`src/sv/mec_pkg.sv`:
```
// shared types, constants and helpers for the mandelbrot escape counter
`timescale 1ns / 1ps

package mec_pkg;

    localparam int WORD_W      = 32;
    localparam int PROD_W      = 2 * WORD_W;
    localparam int PIX_W       = 16;
    localparam int STEP_W      = 31;
    localparam int ITER_W      = 16;
    localparam int CFG_IDX_W   = 3;
    localparam int FRAC_BITS_D = 28;
    localparam int COUNT_BITS_D = 16;

    localparam logic signed [WORD_W-1:0] X_ORIGIN_RST = -32'sd536870912;
    localparam logic [STEP_W-1:0]        X_STEP_RST   = 31'd1048576;
    localparam logic signed [WORD_W-1:0] Y_ORIGIN_RST = -32'sd268435456;
    localparam logic [STEP_W-1:0]        Y_STEP_RST   = 31'd1048576;
    localparam logic [ITER_W-1:0]        MAX_ITER_RST = 16'd256;

    localparam logic signed [PROD_W-1:0] SAT_MAX = 64'sh0000_0000_7FFF_FFFF;
    localparam logic signed [PROD_W-1:0] SAT_MIN = 64'shFFFF_FFFF_8000_0000;

    typedef enum logic [CFG_IDX_W-1:0] {
        IDX_X_ORIGIN = 3'd0,
        IDX_X_STEP   = 3'd1,
        IDX_Y_ORIGIN = 3'd2,
        IDX_Y_STEP   = 3'd3,
        IDX_MAX_ITER = 3'd4
    } cfg_idx_t;

    typedef struct packed {
        logic signed [WORD_W-1:0] x_origin;
        logic [STEP_W-1:0]        x_step;
        logic signed [WORD_W-1:0] y_origin;
        logic [STEP_W-1:0]        y_step;
        logic [ITER_W-1:0]        max_iterations;
    } mec_cfg_t;

    typedef enum logic [2:0] {
        ST_IDLE,
        ST_CRE,
        ST_CIM,
        ST_GXX,
        ST_GYY,
        ST_UPD,
        ST_MXX
    } state_t;

    function automatic logic signed [WORD_W-1:0] sat_word(input logic signed [PROD_W-1:0] v);
        logic signed [WORD_W-1:0] r;
        if (v > SAT_MAX)
        begin
            r = SAT_MAX[WORD_W-1:0];
        end
        else if (v < SAT_MIN)
        begin
            r = SAT_MIN[WORD_W-1:0];
        end
        else
        begin
            r = v[WORD_W-1:0];
        end
        return r;
    endfunction

endpackage

```
`src/sv/mandelbrot_escape_counter_unit.sv`:
```
// top level: sequencer and datapath around one shared multiplier
// each iteration makes three passes through the single multiplier
// (x*x issued, then y*y, then x*y) and ends in one update/escape decision
// one item at a time; a new start is taken while done strobes
// reset: rst_n clears the sequencer and loads the default view and limit 256
`timescale 1ns / 1ps

module mandelbrot_escape_counter_unit
    import mec_pkg::*;
#(
    parameter int FRAC_BITS  = FRAC_BITS_D,
    parameter int COUNT_BITS = COUNT_BITS_D
)
(
    input  logic                 clk,
    input  logic                 rst_n,
    input  logic                 start,
    output logic                 busy,
    input  logic [PIX_W-1:0]     pixel_column,
    input  logic [PIX_W-1:0]     pixel_row,
    output logic                 done,
    output logic [ITER_W-1:0]    iteration_count,
    input  logic                 cfg_valid,
    output logic                 cfg_ready,
    input  logic [CFG_IDX_W-1:0] cfg_index,
    input  logic [WORD_W-1:0]    cfg_data
);

    localparam int          LIM_W     = 33;
    localparam logic [LIM_W-1:0]  COUNT_MAX = (LIM_W'(1) << COUNT_BITS) - LIM_W'(1);
    localparam logic [PROD_W-1:0] FOUR      = PROD_W'(4) << FRAC_BITS;

    mec_cfg_t cfg;

    state_t state_reg, state_next;
    logic                     done_reg, done_next;
    logic [COUNT_BITS-1:0]    count_reg, count_next;
    logic [PIX_W-1:0]         row_reg, row_next;
    logic signed [WORD_W-1:0] c_re_reg, c_re_next;
    logic signed [WORD_W-1:0] c_im_reg, c_im_next;
    logic signed [WORD_W-1:0] x_reg, x_next;
    logic signed [WORD_W-1:0] y_reg, y_next;
    logic signed [PROD_W-1:0] xx_reg, xx_next;
    logic signed [PROD_W-1:0] yy_reg, yy_next;

    logic signed [WORD_W-1:0] op_a, op_b;
    logic signed [PROD_W-1:0] prod;
    logic signed [PROD_W-1:0] prod_sh, two_xy;
    logic [PROD_W-1:0]        lensq;
    logic [LIM_W-1:0]         limit, count_ext;
    logic                     keep_going;

    mec_cfg_regs u_cfg (
        .clk       (clk),
        .rst_n     (rst_n),
        .cfg_valid (cfg_valid),
        .cfg_ready (cfg_ready),
        .cfg_index (cfg_index),
        .cfg_data  (cfg_data),
        .cfg       (cfg)
    );

    mec_mult u_mult (
        .clk  (clk),
        .op_a (op_a),
        .op_b (op_b),
        .prod (prod)
    );

    // limit clamped to what the counter can hold
    assign limit = (LIM_W'(cfg.max_iterations) > COUNT_MAX) ? COUNT_MAX
                                                             : LIM_W'(cfg.max_iterations);
    assign count_ext  = LIM_W'(count_reg);
    assign prod_sh    = prod >>> FRAC_BITS;
    assign two_xy     = prod >>> (FRAC_BITS - 1);
    assign lensq      = $unsigned(xx_reg) + $unsigned(yy_reg);
    assign keep_going = (count_ext < limit) && (lensq < FOUR);

    always_ff @(posedge clk or negedge rst_n)
    begin
        if (!rst_n)
        begin
            state_reg <= ST_IDLE;
            done_reg  <= 1'b0;
            count_reg <= '0;
        end
        else
        begin
            state_reg <= state_next;
            done_reg  <= done_next;
            count_reg <= count_next;
        end
    end

    always_ff @(posedge clk)
    begin
        row_reg  <= row_next;
        c_re_reg <= c_re_next;
        c_im_reg <= c_im_next;
        x_reg    <= x_next;
        y_reg    <= y_next;
        xx_reg   <= xx_next;
        yy_reg   <= yy_next;
    end

    always_comb
    begin
        state_next = state_reg;
        done_next  = 1'b0;
        count_next = count_reg;
        row_next   = row_reg;
        c_re_next  = c_re_reg;
        c_im_next  = c_im_reg;
        x_next     = x_reg;
        y_next     = y_reg;
        xx_next    = xx_reg;
        yy_next    = yy_reg;
        op_a       = x_reg;
        op_b       = x_reg;

        unique case (state_reg)
            ST_IDLE:
            begin
                op_a = WORD_W'(pixel_column);
                op_b = WORD_W'(cfg.x_step);
                if (start)
                begin
                    row_next   = pixel_row;
                    count_next = '0;
                    x_next     = '0;
                    y_next     = '0;
                    state_next = ST_CRE;
                end
            end
            ST_CRE:
            begin
                c_re_next  = sat_word(PROD_W'(cfg.x_origin) + prod);
                op_a       = WORD_W'(row_reg);
                op_b       = WORD_W'(cfg.y_step);
                state_next = ST_CIM;
            end
            ST_CIM:
            begin
                c_im_next  = sat_word(PROD_W'(cfg.y_origin) + prod);
                state_next = ST_GXX;
            end
            ST_MXX:
            begin
                state_next = ST_GXX;
            end
            ST_GXX:
            begin
                xx_next    = prod_sh;
                op_a       = y_reg;
                op_b       = y_reg;
                state_next = ST_GYY;
            end
            ST_GYY:
            begin
                yy_next    = prod_sh;
                op_a       = x_reg;
                op_b       = y_reg;
                state_next = ST_UPD;
            end
            ST_UPD:
            begin
                // xx, yy of the current z double as its escape test
                if (keep_going)
                begin
                    x_next     = sat_word(xx_reg - yy_reg + PROD_W'(c_re_reg));
                    y_next     = sat_word(two_xy + PROD_W'(c_im_reg));
                    count_next = count_reg + 1'b1;
                    state_next = ST_MXX;
                end
                else
                begin
                    done_next  = 1'b1;
                    state_next = ST_IDLE;
                end
            end
            default:
            begin
                state_next = ST_IDLE;
            end
        endcase
    end

    assign busy            = (state_reg != ST_IDLE);
    assign done            = done_reg;
    assign iteration_count = count_ext[ITER_W-1:0];

    a_done_idle: assert property (@(posedge clk) disable iff (!rst_n)
        done |-> !busy)
        else $error("result strobe while sequencer busy");

    a_done_pulse: assert property (@(posedge clk) disable iff (!rst_n)
        done |=> !done)
        else $error("result strobe longer than one cycle");

    a_accept_busy: assert property (@(posedge clk) disable iff (!rst_n)
        (start && !busy) |=> busy)
        else $error("accepted item did not start the sequencer");

    a_stay_idle: assert property (@(posedge clk) disable iff (!rst_n)
        (!busy && !start) |=> !busy)
        else $error("sequencer left idle without an item");

endmodule

```
`src/sv/mec_cfg_regs.sv`:
```
// configuration register bank with its write decode
`timescale 1ns / 1ps

module mec_cfg_regs
    import mec_pkg::*;
(
    input  logic                 clk,
    input  logic                 rst_n,
    input  logic                 cfg_valid,
    output logic                 cfg_ready,
    input  logic [CFG_IDX_W-1:0] cfg_index,
    input  logic [WORD_W-1:0]    cfg_data,
    output mec_cfg_t             cfg
);

    mec_cfg_t cfg_reg;

    assign cfg_ready = 1'b1;
    assign cfg      = cfg_reg;

    always_ff @(posedge clk or negedge rst_n)
    begin
        if (!rst_n)
        begin
            cfg_reg.x_origin       <= X_ORIGIN_RST;
            cfg_reg.x_step         <= X_STEP_RST;
            cfg_reg.y_origin       <= Y_ORIGIN_RST;
            cfg_reg.y_step         <= Y_STEP_RST;
            cfg_reg.max_iterations <= MAX_ITER_RST;
        end
        else if (cfg_valid)
        begin
            unique case (cfg_idx_t'(cfg_index))
                IDX_X_ORIGIN: cfg_reg.x_origin       <= cfg_data;
                IDX_X_STEP:   cfg_reg.x_step         <= cfg_data[STEP_W-1:0];
                IDX_Y_ORIGIN: cfg_reg.y_origin       <= cfg_data;
                IDX_Y_STEP:   cfg_reg.y_step         <= cfg_data[STEP_W-1:0];
                IDX_MAX_ITER: cfg_reg.max_iterations <= cfg_data[ITER_W-1:0];
                default:      ;
            endcase
        end
    end

endmodule

```
`src/sv/mec_mult.sv`:
```
// shared signed 32x32 multiplier with registered product
`timescale 1ns / 1ps

module mec_mult
    import mec_pkg::*;
(
    input  logic                     clk,
    input  logic signed [WORD_W-1:0] op_a,
    input  logic signed [WORD_W-1:0] op_b,
    output logic signed [PROD_W-1:0] prod
);

    logic signed [PROD_W-1:0] prod_reg;

    always_ff @(posedge clk)
    begin
        prod_reg <= PROD_W'(op_a) * PROD_W'(op_b);
    end

    assign prod = prod_reg;

endmodule

```
`config.mk`:
```
export PLATFORM = sky130hd
export DESIGN_NAME = mandelbrot_escape_counter_unit
export DESIGN_NICKNAME = d
export VERILOG_FILES = /design/src/sv/mec_pkg.sv /design/src/sv/mandelbrot_escape_counter_unit.sv /design/src/sv/mec_cfg_regs.sv /design/src/sv/mec_mult.sv
export SDC_FILE = /design/constraint.sdc
export NUM_CORES = 2
export LEC_CHECK = 0
export BUFFER_PORTS_ARGS = -buffer_cell sky130_fd_sc_hd__buf_2
export CORE_AREA = 3 3 338 340
export CTS_CLUSTER_SIZE = 12
export DETAILED_ROUTE_END_ITERATION = 12
export DIE_AREA = 0 0 341 343
export PLACE_DENSITY = 0.79
export SLEW_MARGIN = 20
export SYNTH_ARGS = -nofsm -noshare
export SYNTH_HDL_FRONTEND = slang
export SYNTH_SLANG_ARGS = --single-unit
```
`constraint.sdc`:
```
create_clock -name clk -period 10.5 [get_ports clk]
set_input_delay 0.525 -clock clk [delete_from_list [all_inputs] [get_ports clk]]
set_output_delay 0.525 -clock clk [all_outputs]
set_load 0.005 [all_outputs]
```
* After elaboration in Yosys (flattened, before gate mapping)
Index checks and enable logic that the tools add are counted.
Widths: inputs -> output; s select.
** Storage, ports and cells
- Flip-flop bits (word level) :: 442
- Bits of input ports :: 71
- Output and inout bits :: 19
- Logic and storage cells :: 81
** Cells by class
- Add/sub/neg operators :: 7
- Multiply operators :: 1
- Magnitude comparators :: 10
- Equality and inequality tests :: 12
- Muxes and demuxes :: 21
- Reduce and logical (&&, ||, !) cells :: 14
** Operators by type and width (number)
- $mux 32 :: 9
- $pmux 32 s3 :: 2
- $add 32x64->64 :: 2
- $gt 64x32->1 const B :: 2
- $lt 64x32->1 const B :: 2
- $pmux 32 s2 :: 2
- $add 37x32->38 :: 2
- $gt 38x32->1 const B :: 2
- $lt 38x32->1 const B :: 2
- $lt 64x31->1 const B :: 1
- $mul 32x32->64 :: 1
- $add 36x36->37 :: 1
- $sub 36x36->37 :: 1
- $mux 16 :: 2
- $pmux 16 s2 :: 1
- $pmux 3 s6 :: 1
- $add 16x1->16 const B :: 1
- $lt 16x16->1 :: 1
- $eq 3x2->1 const B :: 4
- $eq 3x3->1 const B :: 4
- $reduce_and 2->1 :: 6
- $eq 3x1->1 const B :: 2
- $logic_not 3->1 :: 2
- $mux 3 :: 2
- other kinds (7) :: 10

* Longest topological paths before layout
- Depth after elaboration :: 7
- Depth in mapped cells :: 38
- Depth with buffers taken out :: 34

* By module
Synthesis repeated with hierarchy kept, for this count alone.
** Unflattened totals
- Cell total of the unflattened synthesis :: 7325
- Area total of the unflattened synthesis :: 68758.4 µm²
** Modules (own cells, without submodules)
- mec_mult :: instances 1, cells an instance 3903, area an instance 37308.3 µm², seq. area each 1281.2 µm²
- mandelbrot_escape_counter_unit :: instances 1, cells an instance 3116, area an instance 26082.5 µm², seq. area each 6986.7 µm²
- mec_cfg_regs :: instances 1, cells an instance 306, area an instance 5367.6 µm², seq. area each 3565.9 µm²

* Least setup slack after synthesis
Ideal clock, no wire load.
- Kind :: register to register
- From :: reg state_reg[0]
- To :: reg u_mult.prod_reg[52], in the netlist u_mult.prod[52]
- Arrival :: 10528 ps
- Slack :: -153 ps
- Cell stages (with the launch flop) :: 35
- Clock period less this slack :: 10653 ps
- Cells stage by stage :: dfrtp_1 inv_2 nor2_1 and2_1 clkbuf_1 nor2_1 o221ai_1 clkbuf_1 nor2_1 fa_1 fa_1 fa_1 inv_1 fa_1 inv_1 fa_1 fa_1 fa_1 inv_1 fa_1 inv_1 ha_1 clkbuf_1 a21oi_1 o211ai_1 a221oi_1 a31oi_1 a221o_1 o41ai_1 o211ai_1 o41ai_1 o21bai_1 a221oi_1 a31oi_1 xor2_1
** Between the ends
- Longest elaborated chain between the ends :: 4
** RTL lines
- start: declaration :: line mandelbrot_escape_counter_unit.sv:35 : state_t state_reg, state_next;
- start signal: assignment :: line mandelbrot_escape_counter_unit.sv:89 : state_reg <= state_next;
- $eq 3x3->1 or $eq 3x2->1 (tied branches) :: line mandelbrot_escape_counter_unit.sv:121 : unique case (state_reg)
- $reduce_or 2->1 (no source line)
- $pmux 32 s3 :: line mandelbrot_escape_counter_unit.sv:121
- $mul 32x32->64 (*) :: line mec_mult.sv:17 : prod_reg <= PROD_W'(op_a) * PROD_W'(op_b);
- end signal: assignment :: line mec_mult.sv:17
- end: declaration :: line mec_mult.sv:13 : logic signed [PROD_W-1:0] prod_reg;
Every way passes the cells marked *; elsewhere a longest branch is shown, timed or not.
A chain may end at the register's enable or synchronous reset.

* Worst setup path after layout
- From :: reg state_reg[0]
- To :: reg u_mult.prod_reg[62], in the netlist u_mult.prod[62]
Same word-level chain as after synthesis.

==> metrics.log <==
[metrics] capturing element type of the critical path: flop
[metrics] count leader, synth: sky130_fd_sc_hd__inv_1
[metrics] post-synthesis compound-gate area fraction: 12.7%
[metrics] Max Root-Sink Buffers: 3
[metrics] Floorplan Core Area: 112,000 um2
[metrics] synthesized area per cell: 9.27 um2
[metrics] global-route wire length before repair: 337 mm
[metrics] synthesized flop and latch total: 442
[metrics] critical path class: reg2reg
[metrics] total half-perimeter wirelength after legalization and detailed placement: 183 mm
[metrics] minimum clock period after layout: 10.20 ns
[metrics] number of endpoints with negative hold slack in the final report: 0
[metrics] arrival time reported for the critical path endpoint: 10.76 ns
[metrics] detailed router's first-iteration violation count: 5,149
[metrics] first drt pass iteration count: 6
[metrics] Cells after DPL: 8,685
[metrics] number of warnings reported in the yosys synthesis log: 0
[metrics] count of maximum capacitance violations: 0
[metrics] final layout net count: 8,871
[metrics] clock latency reported for the late side of the worst-skew pair: 0.63 ns
[metrics] Slowest-stage cell, CP: sky130_fd_sc_hd__dfrtp_4
[metrics] cell with the most instances on the worst path: sky130_fd_sc_hd__fa_1
[metrics] horizontal extent of the die: 341 um
[metrics] number of placement rows: 123
[metrics] clk sinks: 442
[metrics] synthesized instance count: 7,207
[metrics] remaining design rule violation count: 0
[metrics] pre-CTS setup slack: 0.274 ns
[metrics] Port Buf Inserts: 88
[metrics] combinational family with the most area after synthesis: adder cells
[metrics] worst min path class: in2reg
[metrics] outcome: complete, no violations
[metrics] antenna violations before repair: 12
[metrics] overall via count from detail_route: 53,800
[metrics] top cell type by total area after synthesis: sky130_fd_sc_hd__fa_1
[metrics] total count of max-transition violations in the final report: 0
[metrics] synthesized net count: 8,836
[metrics] final setup TNS: 0 ns
[metrics] Mapped Area: 66,800 um2
[metrics] wirelength, routed: 222 mm
[metrics] maximum number of pins on one net before global-route repair: 104
[metrics] height of the die: 343 um
[metrics] element type at the critical path start: flop
[metrics] htree depth: 2
[metrics] dominant register cell in the synthesized netlist: sky130_fd_sc_hd__edfxtp_1
[metrics] number of flops mapped to enable cells by yosys: 216
[metrics] proportion of synthesized chip area in sequential cells: 17.7%
[metrics] initial standard-cell utilization of the core: 59.7%
[metrics] detailed-route vias per instance: 6.12
[metrics] filler-free cell count of the finished design: 8,786
[metrics] fmax: 98.0 MHz
[metrics] crit-path max cell delay: 0.58 ns
[metrics] fin crit share: 97.2%
[metrics] leading cell types by total area after synthesis: sky130_fd_sc_hd__fa_1 34%, sky130_fd_sc_hd__edfxtp_1 9.7%, sky130_fd_sc_hd__ha_1 8.2%
[metrics] data required time of the worst path: 11.06 ns
[metrics] fraction of registers with async set or reset after synthesis: 36.7%
[metrics] mux share of post-synthesis cell area: 2.73%
[metrics] area fraction of the dominant cell type after synthesis: 33.6%
[metrics] via count of the first global-routing pass: 55,100
[metrics] floorplan die area: 117,000 um2
[metrics] number of different library cells in the post-synthesis netlist: 102
[metrics] unrepaired setup endpoints after global routing: no
[metrics] simple-gate portion of the synthesized area: 12.9%
[metrics] final count of negative-setup-slack endpoints: 0
[metrics] Layout area overhead: 6.77%
[metrics] Total Routing Usage GR: 38.5%
[metrics] fraction of layout cells with a size suffix above 1: 8.47%
[metrics] remaining max-slew budget at the tightest pin: 32.4%
[metrics] skew final: 0.0240 ns
[metrics] total clock buffers created by CTS: 49
[metrics] total congestion overflow after global routing: 0
[metrics] routed length per instance: 25.3 um
[metrics] GPL Wtd Cong: 1.03
[metrics] instance area at placement: 69,600 um2
[metrics] clock transition at the registers of the reported paths: 0.06 ns
[metrics] parity-gate share of the synthesized area counting xor and xnor cells: 3.41%
[metrics] Critical Path Fanout Max: 32
[metrics] top post-synthesis cells by count: 1,233 x sky130_fd_sc_hd__inv_1, 1,121 x sky130_fd_sc_hd__fa_1, 737 x sky130_fd_sc_hd__nor2_1
[metrics] root buffer cell: sky130_fd_sc_hd__clkbuf_16
[metrics] I/O Pins: 90
[metrics] antenna-violating nets left: 0
[metrics] flip-flop count of the largest register after layout: 142
[metrics] slew of the pin with the lowest slew margin: 1.01 ns
[metrics] TritonCTS clock tree: built
[metrics] fillers: 9,334
[metrics] area share of fa/ha/maj cells after synthesis: 41.8%
[metrics] post-route setup slack: 0.297 ns
[metrics] final non-filler cell area: 71,300 um2
[worst paths after layout]
kind	startpoint	to	slack, ns	cells after the start
worst min-delay path	pixel_row[15]	row_reg[15]$_DFFE_PP_	0.08	1
max in group asynchronous	rst_n	u_cfg.cfg[13]$_DFFE_PN0P_	8.56	4
min in group asynchronous	rst_n	u_cfg.cfg[68]$_DFFE_PN0P_	0.43	2
worst max-delay path	state_reg[0]$_DFFE_PN0P_	u_mult.prod[62]$_DFF_P_	0.30	31
worst min register to register	u_cfg.cfg[100]$_DFFE_PN0P_	u_cfg.cfg[100]$_DFFE_PN0P_	0.50	1
worst max register to register	state_reg[0]$_DFFE_PN0P_	u_mult.prod[62]$_DFF_P_	0.30	31
[layout make-up]
type / count / area [um2] / share of cell area (%)
clock buffers: 71 / 1360 / 1.91
repair buffers: 293 / 2070 / 2.90
flip-flops and latches: 442 / 11800 / 16.6
well taps: 1500 / 1880 / 2.63
multi-input cells: 5221 / 49300 / 69.2
diodes: 3 / 7.51 / 0.0105
inverters: 1235 / 4640 / 6.50
clock inverters: 21 / 193 / 0.270
[what timing repair did]
item                       in CTS  in global routing
hold buffers                    0                  1
setup buffers                   0                  3
hold endpoints to repair        0                 41
resized for setup               0                 21
setup endpoints to repair       0                  7
[cells in the final DEF, fill, tap and decap left out, types with 146 or more instances in the layout]
cell / n
sky130_fd_sc_hd__fa_1: 1121
sky130_fd_sc_hd__nor2_1: 733
sky130_fd_sc_hd__dfrtp_1: 149
sky130_fd_sc_hd__xnor2_1: 146
sky130_fd_sc_hd__nand2_1: 707
sky130_fd_sc_hd__o21ai_0: 219
sky130_fd_sc_hd__a21oi_1: 322
sky130_fd_sc_hd__buf_4: 194
sky130_fd_sc_hd__inv_1: 1233
sky130_fd_sc_hd__edfxtp_1: 216
sky130_fd_sc_hd__ha_1: 437
sky130_fd_sc_hd__a21o_1: 188
[stage by stage]
stage | utilization (%) | hold slack (ns)
floorplan | - | 0.229
global placement | 62.2 | 0.482
detailed placement | 62.2 | 0.488
CTS | 63.6 | 0.0568
global route | 63.7 | 0.0740
finish | 63.7 | 0.0771
[cell families (layout without fill, tap and decap cells)]
| group | count (synthesis) | after routing |
|---|---|---|
| compound gates | 1281 | 1281 |
| xor+xnor | 260 | 260 |
| fa+ha+maj | 1558 | 1558 |
| buf+inv | 1544 | 1620 |
| flops | 442 | 442 |
| mux | 165 | 165 |
| other cells | 1 | 4 |
| simple gates | 1956 | 1956 |
[worst max-delay path: cells and delay by family, from the launching register on]
family / cells / cell delay [ns]
AO/OA/AOI/OAI: 10 / 3.41
XOR/XNOR: 1 / 0.15
adder cells (fa/ha/maj): 9 / 4.36
buffers and inverters: 5 / 0.62
flip-flops: 1 / 0.58
AND/OR/NAND/NOR: 6 / 0.99
[per-layer routing]
metal	vias to the layer above	GRT usage (%)	wire [um]
met5	-	0.204	73
met4	8	18.7	13400
met3	565	8.71	22600
met2	2686	60.5	100000
met1	27100	50.9	85800
li1	23400	-	-
Power is not shown: default switching activity piles up to over one toggle a cycle in this logic, so the estimate is an artifact.
